### config.mk
export PLATFORM = sky130hd
export DESIGN_NAME = lsd_radix_sort_linked
export DESIGN_NICKNAME = d
export VERILOG_FILES = /design/src/design/lrsl_pkg.sv /design/src/design/lsd_radix_sort_linked.sv /design/src/design/lrsl_ram.sv /design/src/design/lrsl_ctrl.sv /design/src/design/lrsl_dpath.sv
export SDC_FILE = /design/constraint.sdc
export NUM_CORES = 2
export LEC_CHECK = 0
export ABC_AREA = 1
export BUFFER_PORTS_ARGS = -buffer_cell sky130_fd_sc_hd__buf_2
export CAP_MARGIN = 0
export CORE_MARGIN = 10
export CORE_UTILIZATION = 45
export DETAILED_ROUTE_END_ITERATION = 16
export PLACE_DENSITY = 0.58
export SYNTH_ARGS = -nofsm -noshare
export SYNTH_HDL_FRONTEND = slang
export SYNTH_SLANG_ARGS = --single-unit
### constraint.sdc
create_clock -name clock -period 10.06 [get_ports clock]
set_input_delay 1.006 -clock clock [delete_from_list [all_inputs] [get_ports clock]]
set_output_delay 1.006 -clock clock [all_outputs]
set_load 0.01 [all_outputs]
### src/design/lrsl_pkg.sv
// Shared types, constants and a helper function for the linked radix sorter.
package lrsl_pkg;

   localparam int KEY_W       = 32;
   localparam int NIB_W       = 4;
   localparam int KEY_NIBBLES = 8;
   localparam int RADIX       = 10;
   localparam int DIG_W       = 4;
   localparam int BKT_W       = 4;

   localparam logic [NIB_W-1:0] DIGIT_MAX         = 4'd9;
   localparam logic [DIG_W-1:0] DIGIT_COUNT_RESET = 4'd8;
   localparam logic [BKT_W-1:0] LAST_BUCKET       = 4'd9;

   typedef enum logic [9:0] {
      ST_LOAD   = 10'b00_0000_0001,
      ST_TERM   = 10'b00_0000_0010,
      ST_HEAD   = 10'b00_0000_0100,
      ST_FIRST  = 10'b00_0000_1000,
      ST_DIST   = 10'b00_0001_0000,
      ST_COLL   = 10'b00_0010_0000,
      ST_CEND   = 10'b00_0100_0000,
      ST_EHEAD  = 10'b00_1000_0000,
      ST_EFIRST = 10'b01_0000_0000,
      ST_EMIT   = 10'b10_0000_0000
   } state_type;

   typedef struct packed {
      logic load;
      logic term;
      logic rd_head;
      logic follow;
      logic clr_bkt;
      logic distribute;
      logic coll;
      logic cend;
      logic emit;
      logic pass_clr;
      logic pass_inc;
   } cmd_type;

   typedef struct packed {
      logic last_acc;
      logic next_zero;
      logic coll_done;
      logic pass_last;
      logic digits_zero;
      logic out_room;
   } sts_type;

   // Bucket index of one key digit; nibbles above nine fall into bucket nine.
   function automatic logic [BKT_W-1:0] digit_of(input logic [KEY_W-1:0] key,
                                                 input logic [2:0]       pos);
      logic [NIB_W-1:0] d;
      d = key[pos*NIB_W +: NIB_W];
      return (d > DIGIT_MAX) ? DIGIT_MAX : d;
   endfunction

endpackage

### src/design/lsd_radix_sort_linked.sv
// Top level of the linked-list decimal LSD radix sorter.
//
// Usage: requests arrive on the req_ channel (valid/ready), one record key in
// packed BCD per request. Each accepted request is stored while room remains;
// the request marked with req_last_in then starts the sort of the batch.
// While a batch is sorted and emitted, req_ready stays low.
// Results leave on the rsp_ channel in ascending stable order, one per stored
// record, with rsp_last_out on the final one and rsp_dropped set throughout
// when records beyond capacity were discarded in that batch.
// With n stored records and D digits in use, the sort writes the list end,
// then runs D passes (per pass: head read, first read, n distribution steps
// on the link store port, ten bucket collections and one tail write).
// Emission reads the list head and first record, then sends one record per
// cycle from the linked store, when the receiver does not stall.
// A stalled receiver holds the result register and the list walk pauses.
// The next batch may be loaded while the final result still waits.
// Reset is synchronous and active high: it empties the batch, clears the
// bucket pointers and sets the digit count to eight. The stores need no
// clearing pass, as only written entries are ever read.
module lsd_radix_sort_linked #(
   parameter int MAX_RECORDS = 64,
   parameter int MAX_DIGITS  = 8
) (
   input  logic                        clock,
   input  logic                        reset,
   input  logic                        csr_write_enable,
   input  logic [lrsl_pkg::DIG_W-1:0]  csr_digit_count,
   input  logic                        req_valid,
   output logic                        req_ready,
   input  logic [lrsl_pkg::KEY_W-1:0]  req_key_bcd,
   input  logic                        req_last_in,
   output logic                        rsp_valid,
   input  logic                        rsp_ready,
   output logic [lrsl_pkg::KEY_W-1:0]  rsp_sorted_key,
   output logic                        rsp_last_out,
   output logic                        rsp_dropped
);
   import lrsl_pkg::*;

   cmd_type cmd;
   sts_type sts;

   // The sequencer steps through load, per-digit distribute and collect
   // passes, and the final list walk.
   lrsl_ctrl u_ctrl (
      .clock (clock),
      .reset (reset),
      .sts   (sts),
      .cmd   (cmd)
   );

   // The datapath holds the key and link stores, the ten bucket lists and
   // the result register that separates the sorter from the receiver.
   lrsl_dpath #(
      .MAX_RECORDS (MAX_RECORDS),
      .MAX_DIGITS  (MAX_DIGITS)
   ) u_dpath (
      .clock            (clock),
      .reset            (reset),
      .cmd              (cmd),
      .sts              (sts),
      .csr_write_enable (csr_write_enable),
      .csr_digit_count  (csr_digit_count),
      .req_valid        (req_valid),
      .req_ready        (req_ready),
      .req_key_bcd      (req_key_bcd),
      .req_last_in      (req_last_in),
      .rsp_valid        (rsp_valid),
      .rsp_ready        (rsp_ready),
      .rsp_sorted_key   (rsp_sorted_key),
      .rsp_last_out     (rsp_last_out),
      .rsp_dropped      (rsp_dropped)
   );

endmodule

### src/design/lrsl_ram.sv
// Generic single-write, single-read RAM with registered read data.
module lrsl_ram #(
   parameter int WIDTH = 8,
   parameter int DEPTH = 16,
   localparam int AW = (DEPTH > 1) ? $clog2(DEPTH) : 1
) (
   input  logic             clock,
   input  logic             we,
   input  logic [AW-1:0]    waddr,
   input  logic [WIDTH-1:0] wdata,
   input  logic             re,
   input  logic [AW-1:0]    raddr,
   output logic [WIDTH-1:0] rdata
);

   logic [WIDTH-1:0] mem [DEPTH];
   logic [WIDTH-1:0] rdata_ff;

   always_ff @(posedge clock) begin
      if (we) begin
         mem[waddr] <= wdata;
      end
      if (re) begin
         rdata_ff <= mem[raddr];
      end
   end

   assign rdata = rdata_ff;

endmodule

### src/design/lrsl_ctrl.sv
// Sequencer for loading, distribution, collection and emission phases.
module lrsl_ctrl (
   input  logic             clock,
   input  logic             reset,
   input  lrsl_pkg::sts_type sts,
   output lrsl_pkg::cmd_type cmd
);
   import lrsl_pkg::*;

   state_type state_ff, state_in;

   always_ff @(posedge clock) begin
      if (reset) begin
         state_ff <= ST_LOAD;
      end else begin
         state_ff <= state_in;
      end
   end

   always_comb begin
      state_in = state_ff;
      cmd      = '0;
      unique case (state_ff)
         ST_LOAD: begin
            cmd.load = 1'b1;
            if (sts.last_acc) state_in = ST_TERM;
         end
         ST_TERM: begin
            cmd.term     = 1'b1;
            cmd.pass_clr = 1'b1;
            state_in     = sts.digits_zero ? ST_EHEAD : ST_HEAD;
         end
         ST_HEAD: begin
            cmd.rd_head = 1'b1;
            state_in    = ST_FIRST;
         end
         ST_FIRST: begin
            cmd.follow  = 1'b1;
            cmd.clr_bkt = 1'b1;
            state_in    = ST_DIST;
         end
         ST_DIST: begin
            cmd.distribute = 1'b1;
            if (sts.next_zero) state_in = ST_COLL;
         end
         ST_COLL: begin
            cmd.coll = 1'b1;
            if (sts.coll_done) state_in = ST_CEND;
         end
         ST_CEND: begin
            cmd.cend     = 1'b1;
            cmd.pass_inc = 1'b1;
            state_in     = sts.pass_last ? ST_EHEAD : ST_HEAD;
         end
         ST_EHEAD: begin
            cmd.rd_head = 1'b1;
            state_in    = ST_EFIRST;
         end
         ST_EFIRST: begin
            cmd.follow = 1'b1;
            state_in   = ST_EMIT;
         end
         ST_EMIT: begin
            cmd.emit = 1'b1;
            if (sts.out_room && sts.next_zero) state_in = ST_LOAD;
         end
         default: begin
            state_in = ST_LOAD;
         end
      endcase
   end

endmodule

### src/design/lrsl_dpath.sv
// Record stores, bucket pointers, counters and output register of the sorter.
module lrsl_dpath #(
   parameter int MAX_RECORDS = 64,
   parameter int MAX_DIGITS  = 8
) (
   input  logic                        clock,
   input  logic                        reset,
   input  lrsl_pkg::cmd_type           cmd,
   output lrsl_pkg::sts_type           sts,
   input  logic                        csr_write_enable,
   input  logic [lrsl_pkg::DIG_W-1:0]  csr_digit_count,
   input  logic                        req_valid,
   output logic                        req_ready,
   input  logic [lrsl_pkg::KEY_W-1:0]  req_key_bcd,
   input  logic                        req_last_in,
   output logic                        rsp_valid,
   input  logic                        rsp_ready,
   output logic [lrsl_pkg::KEY_W-1:0]  rsp_sorted_key,
   output logic                        rsp_last_out,
   output logic                        rsp_dropped
);
   import lrsl_pkg::*;

   localparam int LW        = $clog2(MAX_RECORDS + 1);
   localparam int KAW       = $clog2(MAX_RECORDS);
   localparam int DIG_LIMIT = (MAX_DIGITS < KEY_NIBBLES) ? MAX_DIGITS : KEY_NIBBLES;

   logic [DIG_W-1:0] digit_count_ff;
   logic [DIG_W-1:0] digits_eff;
   logic [DIG_W-1:0] pass_ff;
   logic [DIG_W-1:0] pass_next;
   logic [LW-1:0]    count_ff;
   logic             ovf_ff;
   logic [LW-1:0]    cur_p_ff;
   logic [LW-1:0]    end_ff;
   logic [BKT_W-1:0] j_ff;
   logic [LW-1:0]    head_ff [RADIX];
   logic [LW-1:0]    tail_ff [RADIX];

   logic             rsp_valid_ff;
   logic [KEY_W-1:0] rsp_key_ff;
   logic             rsp_last_ff;
   logic             rsp_drop_ff;

   logic             fire;
   logic             full;
   logic             out_room;
   logic             next_zero;
   logic             batch_done;
   logic [BKT_W-1:0] k;
   logic [LW-1:0]    head_k;
   logic [LW-1:0]    tail_k;
   logic [LW-1:0]    head_j;

   logic             link_we;
   logic [LW-1:0]    link_waddr;
   logic [LW-1:0]    link_wdata;
   logic             link_re;
   logic [LW-1:0]    link_raddr;
   logic [LW-1:0]    link_rdata;
   logic             key_re;
   logic [LW-1:0]    p_m1;
   logic [KEY_W-1:0] key_rdata;

   assign req_ready  = cmd.load;
   assign fire       = req_valid && cmd.load;
   assign full       = (count_ff == LW'(MAX_RECORDS));
   assign out_room   = !rsp_valid_ff || rsp_ready;
   assign next_zero  = (link_rdata == '0);
   assign batch_done = cmd.emit && out_room && next_zero;

   assign digits_eff = (digit_count_ff > DIG_W'(DIG_LIMIT)) ? DIG_W'(DIG_LIMIT)
                                                            : digit_count_ff;
   assign pass_next  = pass_ff + DIG_W'(1);

   assign k      = digit_of(key_rdata, pass_ff[2:0]);
   assign head_k = head_ff[k];
   assign tail_k = tail_ff[k];
   assign head_j = head_ff[j_ff];

   always_comb begin
      sts             = '0;
      sts.last_acc    = fire && req_last_in;
      sts.next_zero   = next_zero;
      sts.coll_done   = (j_ff == LAST_BUCKET);
      sts.pass_last   = (pass_next == digits_eff);
      sts.digits_zero = (digits_eff == '0);
      sts.out_room    = out_room;
   end

   // Link store write port: one writer per phase.
   always_comb begin
      link_we    = 1'b0;
      link_waddr = '0;
      link_wdata = '0;
      priority if (fire && !full) begin
         link_we    = 1'b1;
         link_waddr = count_ff;
         link_wdata = count_ff + LW'(1);
      end else if (cmd.term) begin
         link_we    = 1'b1;
         link_waddr = count_ff;
      end else if (cmd.distribute && head_k != '0) begin
         link_we    = 1'b1;
         link_waddr = tail_k;
         link_wdata = cur_p_ff;
      end else if (cmd.coll && head_j != '0) begin
         link_we    = 1'b1;
         link_waddr = end_ff;
         link_wdata = head_j;
      end else if (cmd.cend) begin
         link_we    = 1'b1;
         link_waddr = end_ff;
      end else begin
         link_we    = 1'b0;
      end
   end

   assign key_re     = cmd.follow || (cmd.distribute && !next_zero)
                    || (cmd.emit && out_room && !next_zero);
   assign link_re    = cmd.rd_head || key_re;
   assign link_raddr = cmd.rd_head ? '0 : link_rdata;
   assign p_m1       = link_rdata - LW'(1);

   lrsl_ram #(.WIDTH(LW), .DEPTH(MAX_RECORDS + 1)) u_link_ram (
      .clock (clock),
      .we    (link_we),
      .waddr (link_waddr),
      .wdata (link_wdata),
      .re    (link_re),
      .raddr (link_raddr),
      .rdata (link_rdata)
   );

   lrsl_ram #(.WIDTH(KEY_W), .DEPTH(MAX_RECORDS)) u_key_ram (
      .clock (clock),
      .we    (fire && !full),
      .waddr (count_ff[KAW-1:0]),
      .wdata (req_key_bcd),
      .re    (key_re),
      .raddr (p_m1[KAW-1:0]),
      .rdata (key_rdata)
   );

   always_ff @(posedge clock) begin
      if (reset) begin
         digit_count_ff <= DIGIT_COUNT_RESET;
         count_ff       <= '0;
         ovf_ff         <= 1'b0;
         pass_ff        <= '0;
         j_ff           <= '0;
         rsp_valid_ff   <= 1'b0;
         for (int i = 0; i < RADIX; i++) begin
            head_ff[i] <= '0;
            tail_ff[i] <= '0;
         end
      end else begin
         if (csr_write_enable) begin
            digit_count_ff <= csr_digit_count;
         end
         if (fire) begin
            if (!full) count_ff <= count_ff + LW'(1);
            else       ovf_ff   <= 1'b1;
         end else if (batch_done) begin
            count_ff <= '0;
            ovf_ff   <= 1'b0;
         end
         if (cmd.pass_clr) pass_ff <= '0;
         else if (cmd.pass_inc) pass_ff <= pass_next;
         if (cmd.rd_head) j_ff <= '0;
         else if (cmd.coll) j_ff <= j_ff + BKT_W'(1);
         if (cmd.clr_bkt) begin
            for (int i = 0; i < RADIX; i++) begin
               head_ff[i] <= '0;
               tail_ff[i] <= '0;
            end
         end else if (cmd.distribute) begin
            if (head_k == '0) head_ff[k] <= cur_p_ff;
            tail_ff[k] <= cur_p_ff;
         end
         if (cmd.emit && out_room) begin
            rsp_valid_ff <= 1'b1;
         end else if (rsp_ready) begin
            rsp_valid_ff <= 1'b0;
         end
      end
   end

   always_ff @(posedge clock) begin
      if (key_re) cur_p_ff <= link_rdata;
      if (cmd.rd_head) end_ff <= '0;
      else if (cmd.coll && head_j != '0) end_ff <= tail_ff[j_ff];
      if (cmd.emit && out_room) begin
         rsp_key_ff  <= key_rdata;
         rsp_last_ff <= next_zero;
         rsp_drop_ff <= ovf_ff;
      end
   end

   assign rsp_valid      = rsp_valid_ff;
   assign rsp_sorted_key = rsp_key_ff;
   assign rsp_last_out   = rsp_last_ff;
   assign rsp_dropped    = rsp_drop_ff;

   a_count_range: assert property (@(posedge clock) disable iff (reset)
      count_ff <= LW'(MAX_RECORDS))
      else $error("record count beyond capacity");

   a_ovf_full: assert property (@(posedge clock) disable iff (reset)
      ovf_ff |-> full)
      else $error("overflow flagged while store not full");

   a_link_rw: assert property (@(posedge clock) disable iff (reset)
      (cmd.distribute && link_we && link_re) |-> (link_waddr != link_raddr))
      else $error("link store read and write collide during distribution");

   a_emit_ptr: assert property (@(posedge clock) disable iff (reset)
      (cmd.emit || cmd.distribute) |-> (cur_p_ff != '0))
      else $error("list walk on a null record pointer");

endmodule
# [Word-level counts from Yosys, hierarchy flattened]
# Memories as Yosys holds them, arrays and structs flattened. A register that Yosys moved wholly into a read port is not among the register bits.
# Cells that the tools add are included.
[op_classes] n_addsub=4 order_cmp=2 n_eq_ne=19 n_shift=1 n_mux=87 bitwise_logic=20 n_reduce_logical=33
[op_table] cell="2-to-1 mux 7 bit" count=35
[op_table] cell="one-hot mux 10 bit (10 select lines)" count=1
[op_table] cell="2-to-1 mux 10 bit" count=4
[op_table] cell="2-to-1 mux 1 bit" count=39
[op_table] cell="indexed part select 32 x 6 -> 4 bit" count=1
[op_table] cell="2-to-1 mux 4 bit" count=6
[op_table] cell="OR 1 bit" count=20
[op_table] cell="2-to-1 mux 8 bit" count=2
[op_table] cell="logical NOT 7 bit" count=2
[op_table] cell="nonzero test 7 bit" count=2
[op_table] cell="OR reduction 7 bit" count=2
[op_table] cell="equality test 10 x 1 -> 1 bit (second input constant)" count=1
[op_table] cell="equality test 10 bit (second input constant)" count=1
[op_table] cell="equality test 10 x 2 -> 1 bit (second input constant)" count=1
[op_table] cell="equality test 10 x 3 -> 1 bit (second input constant)" count=1
[op_table] cell="equality test 10 x 4 -> 1 bit (second input constant)" count=1
[op_table] cell="equality test 10 x 5 -> 1 bit (second input constant)" count=1
[op_table] cell="equality test 10 x 6 -> 1 bit (second input constant)" count=1
[op_table] cell="equality test 10 x 7 -> 1 bit (second input constant)" count=1
[op_table] cell="equality test 10 x 8 -> 1 bit (second input constant)" count=1
[op_table] cell="equality test 10 x 9 -> 1 bit (second input constant)" count=1
[op_table] cell="logical AND 1 bit" count=10
[op_table] cell="adder 4 x 1 -> 4 bit (second input constant)" count=2
[op_table] cell="> comparator 4 bit (second input constant)" count=2
[op_table] cell="14 further kinds" count=28
[totals] regBits=72 mem_bits_rw=2643 in_bits=42 word_cells=181 memories=4
[mem_list] memory="u_dpath.u_key_ram.mem" depth=64 width=32 read_ports=1 rd_clocked_by_memory_dff=1 wr=1 line="lrsl_ram.sv:16" text="logic [WIDTH-1:0] mem [DEPTH];"
[mem_list] memory="u_dpath.u_link_ram.mem" depth=65 width=7 read_ports=1 rd_clocked_by_memory_dff=1 wr=1 line="lrsl_ram.sv:16"
[mem_list] memory="u_dpath.head_ff" depth=10 width=7 read_ports=2 rd_clocked_by_memory_dff=1 wr=10 line="lrsl_dpath.sv:37" text="logic [LW-1:0] head_ff [RADIX];"
[mem_list] memory="u_dpath.tail_ff" depth=10 width=7 read_ports=2 rd_clocked_by_memory_dff=1 wr=10 line="lrsl_dpath.sv:38" text="logic [LW-1:0] tail_ff [RADIX];"

# [Logic depth before layout (Yosys ltp)]
# An unclocked memory read counts as a cell.
[depth] word_depth=12 depth_mapped=26

# [Hierarchy]
# From an unflattened synthesis, not the netlist that was laid out.
[unflattened] cells_unflattened=10041 area_unflattened_um2=117622.8
[by_module_without_submodules] mod="lrsl_ram (u_dpath.u_key_ram)" n_inst=1 cells_per_inst=6769 area_per_inst_um2=83058.4
[by_module_without_submodules] mod="lrsl_ram (u_dpath.u_link_ram)" n_inst=1 cells_per_inst=1612 area_per_inst_um2=18936.9
[by_module_without_submodules] mod="lrsl_dpath" n_inst=1 cells_per_inst=1551 area_per_inst_um2=14906.8
[by_module_without_submodules] mod="lrsl_ctrl" n_inst=1 cells_per_inst=109 area_per_inst_um2=720.7

# [Worst setup path after synthesis]
# OpenSTA, ideal clock, no wires.
[synth_path] path_type="register -> register" start="register u_ctrl.state_ff[0]" end="register u_dpath.cur_p_ff[0], enable pin" setup_ps=397 arrival_time_ps=3925 slack_ps=5738 path_stages_with_launch=12 synth_period_minus_slack_ps=4322 cell_sequence="dfxtp_1 nor2_1 inv_1 nor2_1 inv_1 nor2_1 inv_1 nor3_1 inv_1 nor2_1 nand2_1 nand2_1"
[synth_between] elab_chain_len=5 elab_cells_between_ends=13 cone_classes="eq/ne: 4; mux: 3; reduce/logical: 6"
[synth_rtl] element="from (decl)" line="lrsl_ctrl.sv:10" text="state_type state_ff, state_in;"
[synth_rtl] element="from (signal assigned)" line="lrsl_ctrl.sv:16" text="state_ff <= state_in;"
[synth_rtl] element="equality test 10 x 4 -> 1 bit (tied with other cells)" line="lrsl_ctrl.sv:23" text="unique case (state_ff)"
[synth_rtl] element="OR reduction 2 bit (no source line) / 2-to-1 mux 1 bit (equally long branches)"
[synth_rtl] element="2-to-1 mux 1 bit (tied with other cells)" line="lrsl_ctrl.sv:23"
[synth_rtl] element="logical OR 1 bit / logical AND 1 bit (equally long branches)" line="lrsl_dpath.sv:119, lrsl_dpath.sv:120"
[synth_rtl] element="logical OR 1 bit *" line="lrsl_dpath.sv:120" text="|| (cmd.emit && out_room && !next_zero);"
[synth_rtl] element="net u_dpath.key_re" line="lrsl_dpath.sv:61" text="logic key_re;"
[synth_rtl] element="to (signal assigned)" line="lrsl_dpath.sv:190" text="if (key_re) cur_p_ff <= link_rdata;"
[synth_rtl] element="to (decl)" line="lrsl_dpath.sv:34" text="logic [LW-1:0] cur_p_ff;"
# The timed path passes the listed nets; every way through them passes the cells marked *.
# A chain may end at the register's enable or synchronous reset.

# [Worst setup path after layout]
[layout_path] start="register u_dpath.pass_ff[0]" end="memory u_dpath.u_link_ram.mem[43][4] in the netlist's numbering, enable pin"
[layout_between] elab_chain_len=11 elab_cells_between_ends=15 cone_classes="order compare: 1; shift: 1; mux: 9; reduce/logical: 2; memory: 2"
[layout_rtl] element="from (decl)" line="lrsl_dpath.sv:30" text="logic [DIG_W-1:0] pass_ff;"
[layout_rtl] element="from (signal assigned)" line="lrsl_dpath.sv:169" text="else if (cmd.pass_inc) pass_ff <= pass_next;"
[layout_rtl] element="indexed part select 32 x 6 -> 4 bit *" line="lrsl_pkg.sv:55" text="d = key[pos*NIB_W +: NIB_W];"
[layout_rtl] element="> comparator 4 bit" line="lrsl_pkg.sv:56" text="return (d > DIGIT_MAX) ? DIGIT_MAX : d;"
[layout_rtl] element="2-to-1 mux 4 bit *" line="lrsl_pkg.sv:56"
[layout_rtl] element="memory read (10 x 7 bit)"
[layout_rtl] element="nonzero test 7 bit" line="lrsl_dpath.sv:103" text="end else if (cmd.distribute && head_k != '0) begin"
[layout_rtl] element="logical AND 1 bit" line="lrsl_dpath.sv:103"
[layout_rtl] element="2-to-1 mux 1 bit" line="lrsl_dpath.sv:103"
[layout_rtl] element="2-to-1 mux 1 bit" line="lrsl_dpath.sv:100" text="end else if (cmd.term) begin"
[layout_rtl] element="2-to-1 mux 1 bit" line="lrsl_dpath.sv:96" text="priority if (fire && !full) begin"
[layout_rtl] element="2-to-1 mux 1 bit" line="lrsl_ram.sv:20" text="if (we) begin"
[layout_rtl] element="2-to-1 mux 1 bit (implied by the code)" line="lrsl_ram.sv:21" text="mem[waddr] <= wdata;"
[layout_rtl] element="to (decl)" line="lrsl_ram.sv:16"
# Every way passes the cells marked *; elsewhere a longest branch is shown, timed or not.

==> impl_metrics.py <==
metrics = {
    "hold_path": {
        "timing.hold.worst.class": "in2reg",
    },
    "finish": {
        "layout.core_utilization_pct": 50.54,
        "layout-drive-gt1-share_pct": 9.443,
        "multi_input_area_um2": 27160,
        "final.fill_count": 21850,
        "finalNetCount": 9163,
        "register_area_um2": 85130,
        "syn_to_final_growth_pct": 11.93,
    },
    "placement": {
        "place.port_buffers": 77,
        "finalWeightedCongestion": 0.9209,
        "place.detailed.hpwl_mm": 189.3,
    },
    "clocking": {
        "cts-hold-fix-buffers": 0,
        "cts_made_buffers": 307,
        "h-tree-depth": 5,
        "cts_setup_buffers": 0,
        "clkTransAtPathRegs_ns": 0.06,
        "postCtsResizedCells": 0,
        "clk-insertion-delay-late_ns": 0.95,
        "cts_num_sinks": 2849,
        "tritoncts_clock_tree": "yes",
        "cts.root.buffer_cell": "clkbuf_16",
        "clk_path_buf_depth": 4,
    },
    "yosys": {
        "postSynth.asyncResetShare_pct": 0,
        "synth_enable_flop_cells": 2807,
        "synth_instances": 9108,
        "synth_cell_type_count": 56,
        "synthesis.area_um2": 114600,
        "postSynthAreaPerCell_um2": 12.58,
        "yosys_register_bits": 2849,
        "most_frequently_used_flop_master_after_synthesis": "edfxtp_1",
        "yosys_warnings": 0,
        "synth-seq-area-share_pct": 74.31,
    },
    "timing": {
        "maxSlewHeadroom_pct": 17.06,
        "final_hold_viol_count": 0,
        "final_max_slew_viol_count": 0,
        "grt_setup_unrepaired": "false",
        "finalSetupTns_ns": 0,
        "setup_viol_count_final": 0,
        "min_period_over_period_pct": 57.78,
        "maxClockFrequency_mhz": 172.0,
        "worst-slew-pin-transition_ns": 1.244,
        "fin_worst_skew_ns": 0.06888,
        "layout_min_cycle_time_ns": 5.812,
    },
    "pwr": {
        "clkPwrFrac_pct": 42.0,
        "power_frac_comb_pct": 4.8,
        "intPower_uw": 19440,
        "power.switching_uw": 5535,
        "netSwitchingFraction_pct": 22.16,
        "share_seq_of_total_power_pct": 53.2,
        "power.ir.vdd_worst_v": 0.0001588,
        "power-per-cell-area_nw_per_um2": 194.8,
        "leakage_dissipation_uw": 0.04099,
    },
    "route": {
        "ant_nets": 0,
        "post-route-drc-count": 0,
        "drt_pre_antenna_iters": 7,
        "drt_iter0_markers": 10010,
        "postRouteWirelength_mm": 350.8,
        "vias": 76510,
        "routed_via_density": 6.021,
        "wl_per_cell_um": 27.61,
    },
    "floorplanning": {
        "chipHeight_um": 524.6,
        "boundaryPins": 78,
        "die-width_um": 524.6,
        "floorplan.die_area_um2": 275200,
        "core_area_um2": 253700,
        "rows": 185,
        "start_util_pct": 45.16,
    },
    "global_routing": {
        "first_global_vias": 72550,
        "pin_count_of_the_biggest_net_entering_global_routing": 222,
        "gr-total-overflow": 0,
        "initial_antenna_violation_count": 20,
        "global_route.usage.total_pct": 24.38,
        "grt_pass1_wl_mm": 505.2,
    },
    "worst_setup_path": {
        "critPathLaunchType": "register",
        "worst_ep_arrival_time_ns": 6.36,
        "end_kind": "register",
        "crit_path_category": "reg2reg",
        "worstPathRequired_ns": 10.61,
        "worst-path-max-fanout": 20,
    },
    "outcome": {
        "status": "finished, final reports clean",
    },
    "job": {
        "timing.max_cap.violations": 0,
    },
}
-- sequential cells by signal, indices dropped and copies added (netlist names), named ones only --
name	cells
u_ctrl.state_ff	10
u_dpath.count_ff	7
u_dpath.cur_p_ff	7
u_dpath.digit_count_ff	4
u_dpath.end_ff	7
u_dpath.head_ff	112
u_dpath.j_ff	4
u_dpath.ovf_ff	1
u_dpath.pass_ff	4
u_dpath.rsp_dropped	1
u_dpath.rsp_last_out	1
u_dpath.rsp_sorted_key	32
u_dpath.rsp_valid	1
u_dpath.tail_ff	112
u_dpath.u_key_ram.mem	2048
u_dpath.u_key_ram.rdata	32
u_dpath.u_link_ram.mem	455
u_dpath.u_link_ram.rdata	7
-- power by group through the flow --
stage,logic [µW],clock network (µW),registers (µW)
final,1210,10500,13300
after global routing,1290,11100,13300
after CTS,1200,10600,13300
after detailed placement,1200,0,13500
after global placement,1190,0,13500
after floorplan,580,0,13500
-- per-stage QoR --
stage / cells / power [µW] / hold WS (ns) / instance area, µm² / setup slack [ns]
final: 12710 / 24980 / 0.4317 / 128200 / 4.248
after detailed placement: 12170 / 14730 / 0.4212 / 119100 / 4.340
after floorplan: 9191 / 14090 / 0.4030 / 114900 / 5.738
after CTS: 12700 / 25090 / 0.3925 / 128200 / 4.335
after global routing: 12700 / 25650 / 0.4370 / 128200 / 3.856
after global placement: 12170 / 14710 / 0.4153 / 119100 / 4.385
-- worst paths after layout --
path                 startpoint                            end  slack [ns]  cells after the start
max          u_dpath.pass_ff[0]  u_dpath.u_link_ram.mem[43][4]        4.25                     20
min          csr_digit_count[0]      u_dpath.digit_count_ff[0]        0.43                      3
max reg2reg  u_dpath.pass_ff[0]  u_dpath.u_link_ram.mem[43][4]        4.25                     20
min reg2reg      u_dpath.ovf_ff            u_dpath.rsp_dropped        0.43                      0
-- worst max-delay path, stage by stage (launching register included) --
cell and delay, ns:
dfxtp_1 0.80, nand2_1 0.13, nand3_1 0.13, nand3_1 0.08, nand2_1 0.45, nand3_2 0.42
inv_1 0.66, nand2_1 0.10, nand2_1 0.10, nor2_1 0.05, nand2_1 0.06, nand2_1 0.05
nand2_1 0.06, nand2_1 0.08, nand2_4 0.18, nand3_1 0.18, nand2_1 0.13, nand2_2 0.11
inv_1 0.12, nand3_1 0.73, nor2_1 0.78
-- cell families after synthesis --
kind of cell / Yosys count / share of synthesized area (%)
AOI/OAI and AO/OA: 2647 / 12.88
xor gates and xnor gates: 9 / 0.06881
adders and majority gates: 6 / 0.06553
buffers and inverters: 829 / 2.806
DFF: 2849 / 74.31
other: 1 / 0.003273
and+or+nand+nor: 2767 / 9.864
-- synthesized netlist by cell type (42+ instances only) --
cell | count | area [µm²]
a21oi_1 | 78 | 390.4
clkbuf_1 | 562 | 2110
dfxtp_1 | 42 | 840.8
edfxtp_1 | 2807 | 84290
inv_1 | 176 | 660.6
nand2_1 | 315 | 1182
nand3_1 | 160 | 800.8
nor2_1 | 2033 | 7631
nor3_1 | 99 | 495.5
o211ai_1 | 160 | 1201
o21ai_0 | 1664 | 8328
o22ai_1 | 651 | 4073
or2_2 | 89 | 556.8
-- placed cells by master, fill, tap and decap left out, types with 67 or more instances in the layout --
master	synthesis	routed
edfxtp_1	2807	2807
or2_2	89	89
o22ai_1	651	651
clkbuf_1	562	68
o211ai_1	160	160
nand2_1	315	307
buf_2	24	77
clkinv_1	5	67
nand3_1	160	160
nor2_1	2033	1964
nor2_4	6	73
clkbuf_16	0	309
inv_1	176	174
nor3_1	99	98
a21oi_1	78	78
conb_1	1	84
o21ai_0	1664	1664
buf_4	4	160
-- layout make-up --
type | count | share of cell area [%]
Sequential cell | 2849 | 66.39
Clock inverter | 142 | 0.8109
Antenna cell | 11 | 0.02147
Timing Repair Buffer | 249 | 1.425
Clock buffer | 382 | 6.283
Multi-Input combinational cell | 5513 | 21.18
Inverter | 195 | 0.6011
Tap cell | 3366 | 3.284
-- per-layer routing --
layer / global-route usage [%] / share of wire (%) / vias to the layer above
met5: 0 / 0.032 / -
met4: 8.374 / 3.8 / 16
met3: 4.717 / 9.2 / 701
met2: 39.00 / 47 / 3798
met1: 33.48 / 40 / 38400
li1: - / - / 33600
Note: power is estimated with default switching activity, not from simulation.
